===== src/nfba_pkg.sv =====
// shared types and constants of the next-fit block allocator
package nfba_pkg;

    localparam int SIZE_W     = 21;
    localparam int ADDR_W     = 32;
    localparam int STATUS_W   = 3;
    localparam int IN_DATA_W  = 56;
    localparam int OUT_DATA_W = 40;
    localparam int CFG_DATA_W = 32;

    typedef logic [SIZE_W-1:0]   size_t;
    typedef logic [ADDR_W-1:0]   addr_t;
    typedef logic [STATUS_W-1:0] status_t;

    localparam size_t REGION_SIZE_RESET = 21'd65536;

    // register indexes of the configuration port
    localparam logic CFG_REGION_SIZE = 1'b0;
    localparam logic CFG_REGION_BASE = 1'b1;

    // request kinds
    localparam logic ACT_ALLOC = 1'b0;
    localparam logic ACT_FREE  = 1'b1;

    // result codes
    localparam status_t ST_GRANTED      = 3'd0;
    localparam status_t ST_ZERO_SIZE    = 3'd1;
    localparam status_t ST_NO_FIT       = 3'd2;
    localparam status_t ST_FREED        = 3'd3;
    localparam status_t ST_FREE_IGNORED = 3'd4;

    // one row of the block table
    typedef struct packed {
        logic  used;
        size_t size;
        size_t offset;
    } entry_t;

    typedef enum logic [3:0] {
        S_IDLE,
        S_INIT,
        S_DISPATCH,
        S_A_ROVER,
        S_A_SCAN,
        S_A_MARK,
        S_A_SHIFT,
        S_A_SPLIT,
        S_F_SCAN,
        S_F_PREV,
        S_F_NEXT,
        S_F_MERGE,
        S_F_SHIFT,
        S_F_DONE,
        S_DONE
    } state_t;

    typedef enum logic [3:0] {
        OP_NONE,
        OP_ACCEPT,
        OP_INIT,
        OP_DISPATCH,
        OP_A_ROVER,
        OP_A_SCAN,
        OP_A_MARK,
        OP_A_SHIFT,
        OP_A_SPLIT,
        OP_F_SCAN,
        OP_F_PREV,
        OP_F_NEXT,
        OP_F_MERGE,
        OP_F_SHIFT,
        OP_F_DONE,
        OP_LOAD
    } op_t;

    // status from datapath to controller
    typedef struct packed {
        logic fresh;
        logic is_free;
        logic want_zero;
        logic fit;
        logic scan_end;
        logic do_split;
        logic match;
        logic used;
        logic shift_more;
        logic slot_free;
    } dp_stat_t;

endpackage


===== src/nfba_ctrl.sv =====
// controller state machine of the allocator
module nfba_ctrl (
    input  logic               clk,
    input  logic               rst_n,
    input  logic               in_valid,
    output logic               in_ready,
    input  nfba_pkg::dp_stat_t stat,
    output nfba_pkg::op_t      op
);

    nfba_pkg::state_t state_reg;
    nfba_pkg::state_t state_next;

    // state register
    always_ff @(posedge clk or negedge rst_n)
    begin
        if (!rst_n)
        begin
            state_reg <= nfba_pkg::S_IDLE;
        end
        else
        begin
            state_reg <= state_next;
        end
    end

    // next state
    always_comb
    begin
        state_next = state_reg;
        unique case (state_reg)
            nfba_pkg::S_IDLE:
            begin
                if (in_valid)
                begin
                    state_next = stat.fresh ? nfba_pkg::S_INIT : nfba_pkg::S_DISPATCH;
                end
            end
            nfba_pkg::S_INIT:     state_next = nfba_pkg::S_DISPATCH;
            nfba_pkg::S_DISPATCH:
            begin
                if (stat.is_free)
                begin
                    state_next = nfba_pkg::S_F_SCAN;
                end
                else
                begin
                    state_next = stat.want_zero ? nfba_pkg::S_DONE : nfba_pkg::S_A_ROVER;
                end
            end
            nfba_pkg::S_A_ROVER:
            begin
                state_next = stat.fit ? nfba_pkg::S_A_MARK : nfba_pkg::S_A_SCAN;
            end
            nfba_pkg::S_A_SCAN:
            begin
                priority if (stat.fit)
                begin
                    state_next = nfba_pkg::S_A_MARK;
                end
                else if (stat.scan_end)
                begin
                    state_next = nfba_pkg::S_DONE;
                end
            end
            nfba_pkg::S_A_MARK:
            begin
                priority if (!stat.do_split)
                begin
                    state_next = nfba_pkg::S_DONE;
                end
                else if (stat.shift_more)
                begin
                    state_next = nfba_pkg::S_A_SHIFT;
                end
                else
                begin
                    state_next = nfba_pkg::S_A_SPLIT;
                end
            end
            nfba_pkg::S_A_SHIFT:
            begin
                if (!stat.shift_more)
                begin
                    state_next = nfba_pkg::S_A_SPLIT;
                end
            end
            nfba_pkg::S_A_SPLIT:  state_next = nfba_pkg::S_DONE;
            nfba_pkg::S_F_SCAN:
            begin
                priority if (stat.match)
                begin
                    state_next = stat.used ? nfba_pkg::S_F_PREV : nfba_pkg::S_DONE;
                end
                else if (stat.scan_end)
                begin
                    state_next = nfba_pkg::S_DONE;
                end
            end
            nfba_pkg::S_F_PREV:   state_next = nfba_pkg::S_F_NEXT;
            nfba_pkg::S_F_NEXT:   state_next = nfba_pkg::S_F_MERGE;
            nfba_pkg::S_F_MERGE:
            begin
                state_next = stat.shift_more ? nfba_pkg::S_F_SHIFT : nfba_pkg::S_F_DONE;
            end
            nfba_pkg::S_F_SHIFT:
            begin
                if (!stat.shift_more)
                begin
                    state_next = nfba_pkg::S_F_DONE;
                end
            end
            nfba_pkg::S_F_DONE:   state_next = nfba_pkg::S_DONE;
            nfba_pkg::S_DONE:
            begin
                if (stat.slot_free)
                begin
                    state_next = nfba_pkg::S_IDLE;
                end
            end
            default:              state_next = nfba_pkg::S_IDLE;
        endcase
    end

    // commands to the datapath
    always_comb
    begin
        in_ready = 1'b0;
        op       = nfba_pkg::OP_NONE;
        unique case (state_reg)
            nfba_pkg::S_IDLE:
            begin
                in_ready = 1'b1;
                op       = in_valid ? nfba_pkg::OP_ACCEPT : nfba_pkg::OP_NONE;
            end
            nfba_pkg::S_INIT:     op = nfba_pkg::OP_INIT;
            nfba_pkg::S_DISPATCH: op = nfba_pkg::OP_DISPATCH;
            nfba_pkg::S_A_ROVER:  op = nfba_pkg::OP_A_ROVER;
            nfba_pkg::S_A_SCAN:   op = nfba_pkg::OP_A_SCAN;
            nfba_pkg::S_A_MARK:   op = nfba_pkg::OP_A_MARK;
            nfba_pkg::S_A_SHIFT:  op = nfba_pkg::OP_A_SHIFT;
            nfba_pkg::S_A_SPLIT:  op = nfba_pkg::OP_A_SPLIT;
            nfba_pkg::S_F_SCAN:   op = nfba_pkg::OP_F_SCAN;
            nfba_pkg::S_F_PREV:   op = nfba_pkg::OP_F_PREV;
            nfba_pkg::S_F_NEXT:   op = nfba_pkg::OP_F_NEXT;
            nfba_pkg::S_F_MERGE:  op = nfba_pkg::OP_F_MERGE;
            nfba_pkg::S_F_SHIFT:  op = nfba_pkg::OP_F_SHIFT;
            nfba_pkg::S_F_DONE:   op = nfba_pkg::OP_F_DONE;
            nfba_pkg::S_DONE:
            begin
                op = stat.slot_free ? nfba_pkg::OP_LOAD : nfba_pkg::OP_NONE;
            end
            default:              op = nfba_pkg::OP_NONE;
        endcase
    end

endmodule


===== config.mk =====
export PLATFORM = sky130hd
export DESIGN_NAME = nfba_ctrl
export DESIGN_NICKNAME = d
export VERILOG_FILES = /design/src/nfba_pkg.sv /design/src/nfba_ctrl.sv
export SDC_FILE = /design/constraint.sdc
export NUM_CORES = 1
export LEC_CHECK = 0
export ABC_CLOCK_PERIOD_IN_PS = 2300
export BUFFER_PORTS_ARGS = -buffer_cell sky130_fd_sc_hd__buf_2
export CAP_MARGIN = 30
export CELL_PAD_IN_SITES_DETAIL_PLACEMENT = 0
export CELL_PAD_IN_SITES_GLOBAL_PLACEMENT = 1
export CORE_MARGIN = 4
export CORE_UTILIZATION = 38
export CTS_CLUSTER_DIAMETER = 30
export DETAILED_ROUTE_END_ITERATION = 10
export PLACE_DENSITY = 0.8
export SYNTH_ARGS = -nofsm -noshare
export SYNTH_HDL_FRONTEND = slang
export SYNTH_SLANG_ARGS = --single-unit
export TNS_END_PERCENT = 30

===== constraint.sdc =====
create_clock -name clk -period 2.3 [get_ports clk]
set_input_delay 0.23 -clock clk [delete_from_list [all_inputs] [get_ports clk]]
set_output_delay 0.23 -clock clk [all_outputs]
set_load 0.05 [all_outputs]

==> out/qor.yml, run 1 <==
outcome: "complete, no violations"
synthCells: 85
clock_path_buffers: 2
synth_edf_count: 0
slew_viol_final: 0
critPathArrivalTime_ns: 1.84
clkSinkCount: 4
overflow: 0
synthToLayoutAreaGrowth_pct: 15.5
synth.distinct_cells: 37
antenna_found_initial: 0
synth.top_cells.by_count: "10 x nand2_1, 8 x a21oi_1, 5 x o21ai_0"
tightest_slew_ns: 0.682
fp.dieW_microns: 48.5
coreArea_sq_um: 1520
max-slew-margin-rel: 0.545
finalHoldViolCount: 0
grt_usage: 0.131
leakage_nw: 0.297
start_util: 0.409
drive_above_1_share: 0.313
num_rows: 14
fin_area_sq_um: 719
htree_num_levels: 1
synth_flop_cell: "dfrtp_1"
dieHeight_microns: 48.5
ant_nets: 0
dpl-instance-area_sq_um: 684
largest_register_ff_count: 4
dr.pass1.iters: 4
grt_max_degree: 24
gp_congestion: 0.820
power_density_nw_per_um2: 1680
setup_slack_ns: 0.230
synth_seq_cells: 4
io_pins: 18
end_kind: "output port"
drt_iter0_markers: 11
max-cap-violations: 0
num_vias: 655
synth_async_sr_flop_share: 1.00
wl_mm: 1.55
grt_pass1_wl_mm: 2.59
netlist_area_sq_um: 623
numPortBuffers: 17
rsz0062_at_grt: "false"
finalSetupViolCount: 0
syn-num-nets: 98
finalNetCount: 114
clk_pin_slew_ns: 0.03
grt_pass1_vias: 575
yosysMostFrequentCell: "nand2_1"
root_buffer: "clkbuf_4"
drc: 0
die_area_sq_um: 2350
dpl.hpwl_mm: 1.11
synth_seq_area_share: 0.161
cts_tree: "done"
synth_top_cell_area_share: 0.161
avgRoutedWirePerCell_microns: 13.5
max_clock_freq_ghz: 0.483
ys.warnings.count: 0
syn_avg_cell_area_sq_um: 7.33
avgViaCountPerCell: 5.70
clock_latency_ns: 0.23
tns_ns: 0
antenna_cells: 0
numCtsBuffers: 3
fin_crit_ns: 2.07
postLayoutCoreUtil: 0.472
start_kind: "flop"
path_max_fanout: 19
irDropWorstVdd_v: 0.000840
yosysTopAreaCell: "dfrtp_1"
dpl_worst_slack_ns: 0.452
hold_path_class: "in -> reg"
crit_type: "reg -> out"
finalCritPeriodShare: 0.900
worstPathRequired_ns: 2.07
synth_area_leaders: "dfrtp_1 16%, a21oi_1 6.4%, nand2_1 6.0%, a221oi_2 4.8%, o21ai_0 4.0%"
fin_skew_ns: 0.00196
-- worst paths after layout --
path | start | to | slack [ns] | cells past startpoint
max in group asynchronous | rst_n | state_reg[0] | 1.85 | 2
worst min register to register | state_reg[2] | state_reg[2] | 0.65 | 2
worst max-delay path | state_reg[3] | op[0] | 0.23 | 4
worst max register to register | state_reg[1] | state_reg[1] | 0.42 | 5
min in group asynchronous | rst_n | state_reg[1] | 0.34 | 2
worst min-delay path | stat[4] | state_reg[0] | 0.33 | 3
-- power by group --
part	switching (mW)	internal [mW]	leakage, nW	total, mW
sequential	0.174	0.108	0.0486	0.282
combinational	0.523	0.320	0.235	0.843
clock	0.0246	0.0581	0.0138	0.0827
-- through the flow --
| stage | hold slack, ns | power [mW] | std cells |
|---|---|---|---|
| 2_1_floorplan | -0.0656 | 1.00 | 85 |
| 3_3_place_gp | 0.0349 | 1.11 | 111 |
| 3_5_place_dp | 0.0363 | 1.11 | 111 |
| 4_1_cts | 0.321 | 1.21 | 115 |
| 5_1_grt | 0.330 | 1.31 | 115 |
| 6_report | 0.333 | 1.21 | 115 |
-- repair_timing --
action,4_1_cts,5_1_grt
setup buffers,0,0
endpoints found under the hold margin,4,0
hold buffers,1,0
resized for setup,0,1
setup endpoints to repair,0,1
-- layout by cell type, fill, tap and decap left out, drive strengths merged, types with 2 or more instances in the layout --
cell / instances
dfrtp: 4
nor3b: 3
mux2i: 2
a211oi: 2
inv: 3
nor2: 4
o21ai: 9
nand2: 10
nor2b: 3
a31oi: 2
nor3: 3
buf: 18
a21o: 2
nor4: 3
a21oi: 8
nand3: 3
a221oi: 2
clkbuf: 3
-- critical path, stage by stage, from the launching register on --
cell	delay, ns
dfrtp_1	0.76
nor2b_4	0.28
a31oi_1	0.14
and2_1	0.22
buf_2	0.20
-- layer usage --
layer | vias to the layer above | global-route usage | part of all wire | routed length [microns]
li1 | 353 | - | - | -
met2 | 12 | 0.209 | 0.50 | 769
met5 | - | 0 | 0 | 0
met3 | 0 | 0.0153 | 0.036 | 55
met1 | 290 | 0.177 | 0.47 | 721
met4 | 0 | 0.0538 | 0 | 0
-- area by class of cell --
class                   count  area [sq um]
fillers                   160           805
multi-input cells          70           463
repair buffers             19           103
flip-flops and latches      4           100
clock buffers               3          22.5
well taps                  16          20.0
inverters                   3          11.3
-- logic make-up after synthesis --
logic type	Yosys count	synth area share
compound gates	30	0.329
xor+xnor	1	0.0141
buf+inv	11	0.110
flops	4	0.161
mux	2	0.0321
simple gates	37	0.353
Power figures use the tool's default switching activity.
==> run 2: changes to the inputs <==
ABC_AREA = 1   (was not set)
CORE_UTILIZATION = 35   (was 38)
PLACE_DENSITY = 0.81   (was 0.8)
==> run 2 against run 1 <==
Compared with the run above:
- synthesized cell count grew 45%
- hold slack lost 0.0057 ns
- power rose by 11%
- worst setup slack better by 0.15 ns
- flip-flop and latch count stayed put
- sequential power down 34%
- clock power is 6.5% higher
==> out/qor.yml, run 2 <==
ys.warnings.count: 0
rsz0062_at_grt: "false"
end_kind: "output port"
io_pins: 18
antenna_found_initial: 0
synth_seq_cells: 4
wl_met3_microns: 119
max-cap-violations: 0
syn_avg_cell_area_sq_um: 5.21
fp.dieW_microns: 50.8
synth_async_sr_flop_share: 1.00
power.share.combinational: 0.795
synth_seq_area_share: 0.156
wl_mm: 1.88
avgViaCountPerCell: 4.96
p_sw_mw: 0.888
synth.distinct_cells: 16
numCtsBuffers: 3
irDropWorstVdd_v: 0.000573
power_frac_clock: 0.066
grt_usage: 0.156
num_rows: 15
synth_edf_count: 0
grt_max_degree: 10
wl_met2_microns: 906
coreArea_sq_um: 1730
start_kind: "flop"
netlist_area_sq_um: 641
avgRoutedWirePerCell_microns: 11.1
outcome: "complete, no violations"
finalCritPeriodShare: 0.835
max_clock_freq_ghz: 0.521
numPortBuffers: 17
power.total_mw: 1.34
fin_crit_ns: 1.92
synth_flop_cell: "dfrtp_1"
grt_pass1_vias: 762
drive_above_1_share: 0.243
setup_slack_ns: 0.379
cts_resized: 0
drt_iter0_markers: 31
clk_pin_slew_ns: 0.04
antenna_cells: 0
finalSetupViolCount: 0
tns_ns: 0
crit_type: "reg -> out"
gp_congestion: 0.853
largest_register_ff_count: 4
leakage_nw: 0.460
max-slew-margin-rel: 0.767
synthToLayoutAreaGrowth_pct: 23.2
power_density_nw_per_um2: 1700
cts_tree: "done"
finalHoldViolCount: 0
clock_path_buffers: 2
clkSinkCount: 4
root_buffer: "clkbuf_4"
m1WireLength_microns: 848
highest_layer: "met3"
htree_num_levels: 1
dpl_worst_slack_ns: 0.653
slew_viol_final: 0
yosysMostFrequentCell: "nand2_1"
final_cell_mix: "46 x nand2_1, 21 x nor2_1, 17 x buf_2"
hold_slack_ns: 0.327
grt_pass1_wl_mm: 3.14
critPathArrivalTime_ns: 1.69
fin_area_sq_um: 790
internal_power_mw: 0.455
die_area_sq_um: 2580
start_util: 0.371
dpl.hpwl_mm: 1.57
fin_skew_ns: 0.00249
finalNetCount: 159
layout.cells.non_filler: 169
syn-num-nets: 136
mostFrequentLayoutCell: "nand2_1"
num_vias: 839
path_max_fanout: 7
dr.pass1.iters: 4
worstPathRequired_ns: 2.07
dieHeight_microns: 50.8
yosysTopAreaCell: "nand2_1"
clock_latency_ns: 0.24
postLayoutCoreUtil: 0.457
synthCells: 123
synth.top_cells.by_count: "46 x nand2_1, 21 x nor2_1, 16 x nand3_1, 11 x inv_1, 5 x nor2_2"
place_inst: 165
hold_buffers: 1
drc: 0
dpl-instance-area_sq_um: 757
synth_top_cell_area_share: 0.270
overflow: 0
tightest_slew_ns: 0.346
sequentialPowerShare: 0.139
ant_nets: 0
cts_setup_buffers: 0
switching_share: 0.661
synth_area_leaders: "nand2_1 27%, dfrtp_1 16%, nand3_1 13%, nor2_1 12%, nor2_4 7.0%"
hold_path_class: "in -> async"
run 2: changes by cell type in the layout (fill, tap and decap cells not counted), moves of 4 or more:
cell / delta
nand3_1: +13
nand2_1: +36
a21oi_1: -6
inv_1: +9
nor2_2: +5
nor2_1: +17
o21ai_1: -4
nor2_4: +4
run 2: metal layers:
layer / up-vias / global-route usage
li1: 435 / -
met1: 375 / 0.192
met2: 29 / 0.270
met3: 0 / 0.0564
met4: 0 / 0.0135
met5: - / 0
run 2: cell type report:
class | count | area (sq um)
Inverter | 15 | 56.3
Multi-Input combinational cell | 104 | 484
Clock buffer | 3 | 22.5
Timing Repair Buffer | 18 | 95.1
Sequential cell | 4 | 100
Tap cell | 25 | 31.3
Fill cell | 200 | 937
run 2: worst paths after layout:
check | startpoint | endpoint | slack (ns) | cells after the start
worst max-delay path | state_reg[1] | op[0] | 0.38 | 6
worst min-delay path | rst_n | state_reg[0] | 0.33 | 2
worst max register to register | state_reg[1] | state_reg[2] | 0.91 | 7
worst min register to register | state_reg[3] | state_reg[3] | 0.63 | 2
max in group asynchronous | rst_n | state_reg[3] | 1.85 | 2
min in group clk | stat[1] | state_reg[0] | 0.40 | 6
run 2: power groups by stage:
stage / logic, mW / clock network, mW / registers [mW]
CTS: 1.07 / 0.0919 / 0.187
floorplan: 0.839 / 0 / 0.173
detailed placement: 1.06 / 0 / 0.187
finish: 1.07 / 0.0881 / 0.187
global route: 1.17 / 0.0967 / 0.192
global placement: 1.06 / 0 / 0.185
run 2: cells by family (layout without fill, tap and decap cells):
family | count (synthesis) | count (layout) | synth area share
AOI/OAI and AO/OA | 6 | 6 | 0.0488
buffers and inverters | 15 | 36 | 0.0879
DFF | 4 | 4 | 0.156
and+or+nand+nor | 98 | 98 | 0.707
run 2: critical path, cell delays in order, from the launching register on:
cell and delay (ns):
dfrtp_1 0.46, nor2_2 0.33, nand2_1 0.14, nand3_1 0.13, inv_1 0.05, nand4_1 0.07, buf_2 0.27
